<file path="config.mk">
export PLATFORM = sky130hd
export DESIGN_NAME = kss_engine
export DESIGN_NICKNAME = d
export VERILOG_FILES = /design/src/design/kss_pkg.sv /design/src/design/kss_engine.sv
export SDC_FILE = /design/constraint.sdc
export NUM_CORES = 1
export LEC_CHECK = 0
export ABC_CLOCK_PERIOD_IN_PS = 7500
export BUFFER_PORTS_ARGS = -buffer_cell sky130_fd_sc_hd__buf_4
export CAP_MARGIN = 20
export CORE_MARGIN = 2
export CORE_UTILIZATION = 33
export CTS_BUF_LIST = sky130_fd_sc_hd__clkbuf_16
export DETAILED_ROUTE_END_ITERATION = 8
export PLACE_DENSITY_LB_ADDON = 0.25
export SLEW_MARGIN = 0
export SYNTH_ARGS = -nofsm -noshare
export SYNTH_HDL_FRONTEND = slang
export SYNTH_SLANG_ARGS = --single-unit
</file>
<file path="constraint.sdc">
create_clock -name clk -period 7.5 [get_ports clk]
set_clock_uncertainty 0.05 [all_clocks]
set_input_delay 0.75 -clock clk [delete_from_list [all_inputs] [get_ports clk]]
set_output_delay 0.75 -clock clk [all_outputs]
set_load 0.03 [all_outputs]
</file>
<file path="src/design/kss_pkg.sv">
// Shared types and constants for the k-th smallest select unit.
// No dependencies; imported by the select engine and the top level.
`default_nettype none

package kss_pkg;

  localparam int SAMPLE_W      = 32;
  localparam int RANK_W        = 8;
  localparam int MAX_ITEMS_DEF = 256;

  // Result status codes carried on the output tuser.
  typedef enum logic [1:0] {
    STATUS_OK       = 2'd0,
    STATUS_RANK     = 2'd1,
    STATUS_OVERFLOW = 2'd2
  } status_t;

  // Top level: loading samples or waiting on the select engine.
  typedef enum logic {
    TOP_LOAD,
    TOP_SELECT
  } top_state_t;

  // Select engine sequencer.
  typedef enum logic [4:0] {
    E_IDLE,
    E_CHECK,
    E_END_LO,
    E_END_HI,
    E_END_K,
    E_M0,
    E_M1,
    E_M2,
    E_M3,
    E_C0,
    E_C1,
    E_C2,
    E_W0,
    E_W1,
    E_W2,
    E_SI,
    E_SJ,
    E_SW,
    E_FIN
  } eng_state_t;

  // Engine to top: one-cycle pulse with the selected sample.
  typedef struct packed {
    logic                       valid;
    logic signed [SAMPLE_W-1:0] value;
  } kss_result_t;

endpackage

`default_nettype wire

</file>
<file path="src/design/kss_engine.sv">
// Quickselect sequencer with median-of-three pivots over the sample RAM.
// Depends on kss_pkg; drives the RAM ports that the top level routes to kss_ram.
`default_nettype none

module kss_engine
  import kss_pkg::*;
#(
  parameter int MAX_ITEMS = MAX_ITEMS_DEF,
  localparam int AW       = $clog2(MAX_ITEMS)
) (
  input  logic                clk,
  input  logic                rst,
  input  logic                start,
  input  logic [AW-1:0]       last_idx,
  input  logic [AW-1:0]       rank_idx,
  output kss_result_t         result,
  output logic                ram_we,
  output logic [AW-1:0]       ram_waddr,
  output logic [SAMPLE_W-1:0] ram_wdata,
  output logic [AW-1:0]       ram_raddr,
  input  logic [SAMPLE_W-1:0] ram_rdata
);

  eng_state_t state, state_next;

  logic [AW-1:0] lo, hi, i, j, k;
  logic signed [SAMPLE_W-1:0] p, q, r, vs, vi;
  logic                       fwd;
  logic signed [SAMPLE_W-1:0] fwd_data;
  logic signed [SAMPLE_W-1:0] rd_data;
  logic                       res_valid;
  logic signed [SAMPLE_W-1:0] res_value;

  logic [AW:0]   sum_lh, lo1, lo2;
  logic [AW-1:0] mid, i_inc, j_dec;
  logic          few_left, pair, mid_is_lo1, lt_piv, gt_piv, j_lt_i;

  assign result = '{valid: res_valid, value: res_value};

  // A read issued in the same cycle as a write to that entry sees the new data.
  assign rd_data = fwd ? fwd_data : ram_rdata;

  assign sum_lh     = {1'b0, lo} + {1'b0, hi};
  assign mid        = sum_lh[AW:1];
  assign lo1        = {1'b0, lo} + (AW+1)'(1);
  assign lo2        = {1'b0, lo} + (AW+1)'(2);
  assign few_left   = ({1'b0, hi} <= lo1);
  assign pair       = ({1'b0, hi} == lo1);
  assign mid_is_lo1 = (mid == lo1[AW-1:0]);
  assign i_inc      = i + AW'(1);
  assign j_dec      = j - AW'(1);
  assign lt_piv     = (rd_data < q);
  assign gt_piv     = (rd_data > q);
  assign j_lt_i     = (j < i);

  always_ff @(posedge clk) begin
    if (rst) begin
      state <= E_IDLE;
    end else begin
      state <= state_next;
    end
  end

  always_comb begin
    state_next = state;
    ram_we     = 1'b0;
    ram_waddr  = '0;
    ram_wdata  = '0;
    ram_raddr  = '0;
    unique case (state)
      E_IDLE: begin
        if (start) begin
          state_next = E_CHECK;
        end
      end
      E_CHECK: begin
        if (few_left) begin
          if (pair) begin
            ram_raddr  = lo;
            state_next = E_END_LO;
          end else begin
            ram_raddr  = k;
            state_next = E_END_K;
          end
        end else begin
          ram_raddr  = mid;
          state_next = E_M0;
        end
      end
      E_END_LO: begin
        ram_raddr  = hi;
        state_next = E_END_HI;
      end
      E_END_HI: state_next = E_IDLE;
      E_END_K:  state_next = E_IDLE;
      E_M0: begin
        ram_raddr  = lo1[AW-1:0];
        state_next = E_M1;
      end
      E_M1: begin
        ram_raddr  = lo;
        state_next = E_M2;
      end
      E_M2: begin
        ram_raddr  = hi;
        state_next = E_M3;
      end
      E_M3: state_next = E_C0;
      E_C0: state_next = E_C1;
      E_C1: state_next = E_C2;
      E_C2: state_next = E_W0;
      E_W0: begin
        ram_we     = !mid_is_lo1;
        ram_waddr  = mid;
        ram_wdata  = vs;
        state_next = E_W1;
      end
      E_W1: begin
        ram_we     = 1'b1;
        ram_waddr  = lo1[AW-1:0];
        ram_wdata  = p;
        state_next = E_W2;
      end
      E_W2: begin
        ram_we     = 1'b1;
        ram_waddr  = hi;
        ram_wdata  = r;
        ram_raddr  = lo2[AW-1:0];
        state_next = E_SI;
      end
      E_SI: begin
        if (lt_piv) begin
          ram_raddr = i_inc;
        end else begin
          ram_raddr  = j_dec;
          state_next = E_SJ;
        end
      end
      E_SJ: begin
        if (gt_piv) begin
          ram_raddr = j_dec;
        end else if (j_lt_i) begin
          ram_we     = 1'b1;
          ram_waddr  = lo;
          ram_wdata  = rd_data;
          state_next = E_FIN;
        end else begin
          ram_we     = 1'b1;
          ram_waddr  = i;
          ram_wdata  = rd_data;
          state_next = E_SW;
        end
      end
      E_SW: begin
        ram_we     = 1'b1;
        ram_waddr  = j;
        ram_wdata  = vi;
        ram_raddr  = i_inc;
        state_next = E_SI;
      end
      E_FIN: begin
        ram_we     = 1'b1;
        ram_waddr  = j;
        ram_wdata  = q;
        state_next = (j == k) ? E_IDLE : E_CHECK;
      end
      default: state_next = E_IDLE;
    endcase
  end

  always_ff @(posedge clk) begin
    if (rst) begin
      res_valid <= 1'b0;
      fwd       <= 1'b0;
    end else begin
      res_valid <= 1'b0;
      fwd       <= ram_we && (ram_waddr == ram_raddr);
      case (state)
        E_END_HI: res_valid <= 1'b1;
        E_END_K:  res_valid <= 1'b1;
        E_FIN:    res_valid <= (j == k);
        default:  res_valid <= 1'b0;
      endcase
    end
  end

  always_ff @(posedge clk) begin
    fwd_data <= ram_wdata;
    case (state)
      E_IDLE: begin
        if (start) begin
          lo <= '0;
          hi <= last_idx;
          k  <= rank_idx;
        end
      end
      E_END_LO: p <= rd_data;
      E_END_HI: begin
        // Two entries left: the rank sits at the lower or the upper one.
        if ((k == lo) == (rd_data < p)) begin
          res_value <= rd_data;
        end else begin
          res_value <= p;
        end
      end
      E_END_K: res_value <= rd_data;
      E_M0:    p  <= rd_data;
      E_M1:    vs <= rd_data;
      E_M2:    q  <= rd_data;
      E_M3:    r  <= rd_data;
      E_C0: begin
        if (p > r) begin
          p <= r;
          r <= p;
        end
      end
      E_C1: begin
        if (q > r) begin
          q <= r;
          r <= q;
        end
      end
      E_C2: begin
        if (p > q) begin
          p <= q;
          q <= p;
        end
      end
      E_W2: begin
        i <= lo2[AW-1:0];
        j <= hi;
      end
      E_SI: begin
        if (lt_piv) begin
          i <= i_inc;
        end else begin
          vi <= rd_data;
          j  <= j_dec;
        end
      end
      E_SJ: begin
        if (gt_piv) begin
          j <= j_dec;
        end
      end
      E_SW: i <= i_inc;
      E_FIN: begin
        res_value <= q;
        if (j > k) begin
          hi <= j_dec;
        end
        if (j < k) begin
          lo <= i;
        end
      end
      default: begin
      end
    endcase
  end

endmodule

`default_nettype wire

</file>
==> impl_metrics.tcl <==
set metrics [dict create \
    status "finished clean" \
    async_reset_ff_frac 0 \
    ant_nets 0 \
    max-clock-path-buffers 3 \
    cts_tree "done" \
    comb_power_share 0.174 \
    antenna_found_initial 1 \
    die-height_um 244 \
    crit_family "compound AO/OA/AOI/OAI gates" \
    drtIter0Drc 1857 \
    syn_inst 1967 \
    hold_buffers 0 \
    portBuffers 132 \
    io_pins 133 \
    relSlewSlack 0.233 \
    clkTransAtPathRegs_ns 0.06 \
    cts_resized 0 \
    critPathCaptureType "output port" \
    static-leakage-power_nw 8.82 \
    cp-start-kind "flop" \
    grt_start_max_net_pins 68 \
    ctsHtreeMaxLevel 2 \
    min_from "rank_idx[5]" \
    syn2layout_area_growth_pct 15.3 \
    vias_per_cell 5.85 \
    cts_sinks 271 \
    finalHoldViolCount 0 \
    holdPathStages 1 \
    final_cells 2848 \
    final_layout_size_suffix_gt1_frac 0.131 \
    tightest_slew_ns 1.15 \
    intPower_mw 2.95 \
    synth.distinct_cells 67 \
    track_usage 0.229 \
    drv_slew 0 \
    critPathBufInv 3 \
    wire_per_inst_um 24.5 \
    period_minus_slack_ns 6.67 \
    synth_most_common_cell "edfxtp_1" \
    cap_violations 0 \
    post_cts_buffers 0 \
    synth.avg_cell_area_um2 9.69 \
    netlist_top_cells_area "edfxtp_1 37%, ha_1 13%, a21oi_1 4.6%" \
    die_x_um 244 \
    max_stage_delay_ns 0.79 \
    synth_nets 2213 \
    synth_common_cells "232 x edfxtp_1, 211 x nor2_1, 194 x ha_1, 177 x a21oi_1, 129 x inv_1" \
    critPathMostFrequentCell "buf_4" \
    grt_pass1_vias 16100 \
    pwr-share-clk 0.402 \
    fin_setup_tns_ns 0 \
    cp_data_required_time_ns 6.70 \
    grt_overflow 0 \
    cp_slowest_cell "dfxtp_2" \
    ys_warn_count 0 \
    r2r-end "fwd" \
    power.density_nw_per_um2 191 \
    dp_cells 2784 \
    synth_top_cell_area_share 0.366 \
    regToRegSetupSlack_ns 1.77 \
    fin_crit_sh 0.889 \
    layout.nets 2302 \
    wl_um 69900 \
    fmax_mhz 150 \
    pwr-share-seq 0.424 \
    rows 88 \
    ys_seq_elements 271 \
    design.die.area_um2 59700 \
    core_area_um2 57400 \
    synthFlopType "edfxtp_1" \
    gp_congestion 0.965 \
    peakVddDrop_mv 0.147 \
    grt_pass1_wl_um 104000 \
    worstSetupPathType "flop to output port" \
    p_sw_frac 0.296 \
    timing.final.ws_setup_ns 0.834 \
    place_ws_ns 1.49 \
    crit_chain "buf_4 > mux2_2 > ha_1 > a21oi_1 > a21oi_1 > or3_1 > o31ai_1 > nand3_2 > a21o_1 > buf_4 > nand2b_1 > nand3_1 > buf_4" \
    path_max_fanout 24 \
    drc 0 \
    grt_setup_unrepaired "no" \
    synth_edf_count 232 \
    yosysTopAreaCell "edfxtp_1" \
    r2r-start "fwd" \
    dr_total_vias 16700 \
    diodes 0 \
    cts_buffers 35 \
    arrival_ns 5.87 \
    hold_path.class "input pin to flop" \
    dp_hpwl_um 47100 \
    mappedNetlistArea_um2 19100 \
    drtPass1Iterations 5 \
    hold_path_end "k[5]" \
    cts_root_buf "clkbuf_16" \
    initial_utilization 0.332 \
    clk_latency_ns 0.56 \
    rr_worst_depth 13 \
    setup_violations 0 \
    yosysSeqAreaShare 0.407 \
    switchingPower_mw 1.24 \
]
==> how the worst max path moves through the flow <==
stage	cells after the start	to	from
finish	13	ram_wdata[30]	fwd
global route	13	ram_wdata[30]	fwd
CTS	13	ram_wdata[30]	fwd
detailed placement	13	ram_wdata[30]	fwd
global placement	13	ram_wdata[30]	fwd
floorplan	12	p[0]	p[25]
==> power groups by stage <==
stage	clock network [mW]	registers (mW)	logic, mW
final	1.69	1.78	0.729
after global routing	1.77	1.78	0.782
after CTS	1.72	1.77	0.720
after detailed placement	0	1.81	0.715
after global placement	0	1.80	0.709
after floorplan	0	1.78	0.489
==> sequential cells by signal, summed over array words and instances, names as in the netlist <==
| name | flops |
|---|---|
| fwd_data | 32 |
| p | 32 |
| q | 32 |
| r | 32 |
| res_value | 32 |
| vi | 32 |
| vs | 32 |
| hi | 8 |
| i | 8 |
| j | 8 |
| k | 8 |
| lo | 8 |
| state | 5 |
| fwd | 1 |
| res_valid | 1 |
==> cells by family (layout without fill, tap and decap cells) <==
kind of cell             Yosys count  count (layout)  share of synthesized area
XOR/XNOR                          55              55                     0.0253
buffers and inverters            236             352                     0.0492
adder cells (fa/ha/maj)          195             195                      0.128
AO/OA/AOI/OAI                    582             582                      0.201
AND/OR/NAND/NOR                  515             515                      0.127
multiplexers                     113             113                     0.0623
flip-flops                       271             271                      0.407
==> metrics by stage <==
step                hold slack (ns)  area (um2)   util  power [mW]
detailed placement            0.456       20900  0.364        2.52
global route                  0.292       22000  0.383        4.33
global placement              0.451       20900  0.364        2.51
floorplan                     0.545       19100      -        2.26
CTS                           0.290       22000  0.383        4.21
finish                        0.317       22000  0.383        4.19
==> cells in the final DEF, fill, tap and decap left out, types with 6 or more instances in the layout <==
cell / synthesis / layout
o211ai_1: 6 / 6
mux2_2: 35 / 35
a21o_1: 39 / 39
o22ai_1: 67 / 67
nand2b_1: 45 / 45
edfxtp_1: 232 / 232
buf_4: 3 / 159
a22oi_1: 38 / 38
mux2i_1: 77 / 77
nand3_1: 61 / 60
ha_1: 194 / 194
o21ai_0: 69 / 69
inv_1: 129 / 136
o221ai_1: 10 / 10
a21oi_1: 177 / 177
xnor2_1: 37 / 37
nor4_1: 8 / 8
a221o_1: 37 / 37
dfxtp_1: 39 / 36
xor2_1: 18 / 18
a31oi_1: 36 / 35
or3_1: 7 / 7
clkbuf_16: 0 / 36
nand4_1: 31 / 31
nand2_1: 78 / 77
nor3_1: 22 / 21
a221oi_1: 41 / 41
a211oi_1: 12 / 12
nor2_1: 211 / 203
clkinv_1: 0 / 7
o31ai_1: 7 / 7
nor2_4: 0 / 7
nor2b_1: 22 / 22
o21a_1: 16 / 16
==> per-layer routing <==
layer / track usage / vias up / part of all wire
met5: 0 / - / 0
met2: 0.365 / 748 / 0.46
met1: 0.316 / 8161 / 0.44
li1: - / 7622 / -
met3: 0.0351 / 125 / 0.069
met4: 0.0784 / 0 / 0.033
==> final cells by class <==
| class | instances | area (um2) |
|---|---|---|
| Clock buffer | 36 | 901 |
| Clock inverter | 28 | 225 |
| Fill cell | 5681 | 35400 |
| Inverter | 129 | 484 |
| Multi-Input combinational cell | 1460 | 10500 |
| Sequential cell | 271 | 7760 |
| Tap cell | 765 | 957 |
| Timing Repair Buffer | 159 | 1190 |
==> worst reg2reg max path: stages (launching register included) <==
cell and delay (ns):
dfxtp_2 0.79, buf_4 0.36, mux2_2 0.48, ha_1 0.35, a21oi_1 0.14, a21oi_1 0.08, or3_1 0.38, o31ai_1 0.71
nand3_2 0.35, a21o_1 0.68, o21ai_0 0.53, xnor2_1 0.18, nand3_1 0.12, nor3_1 0.39
No activity file was read; power rests on OpenSTA's default activity.
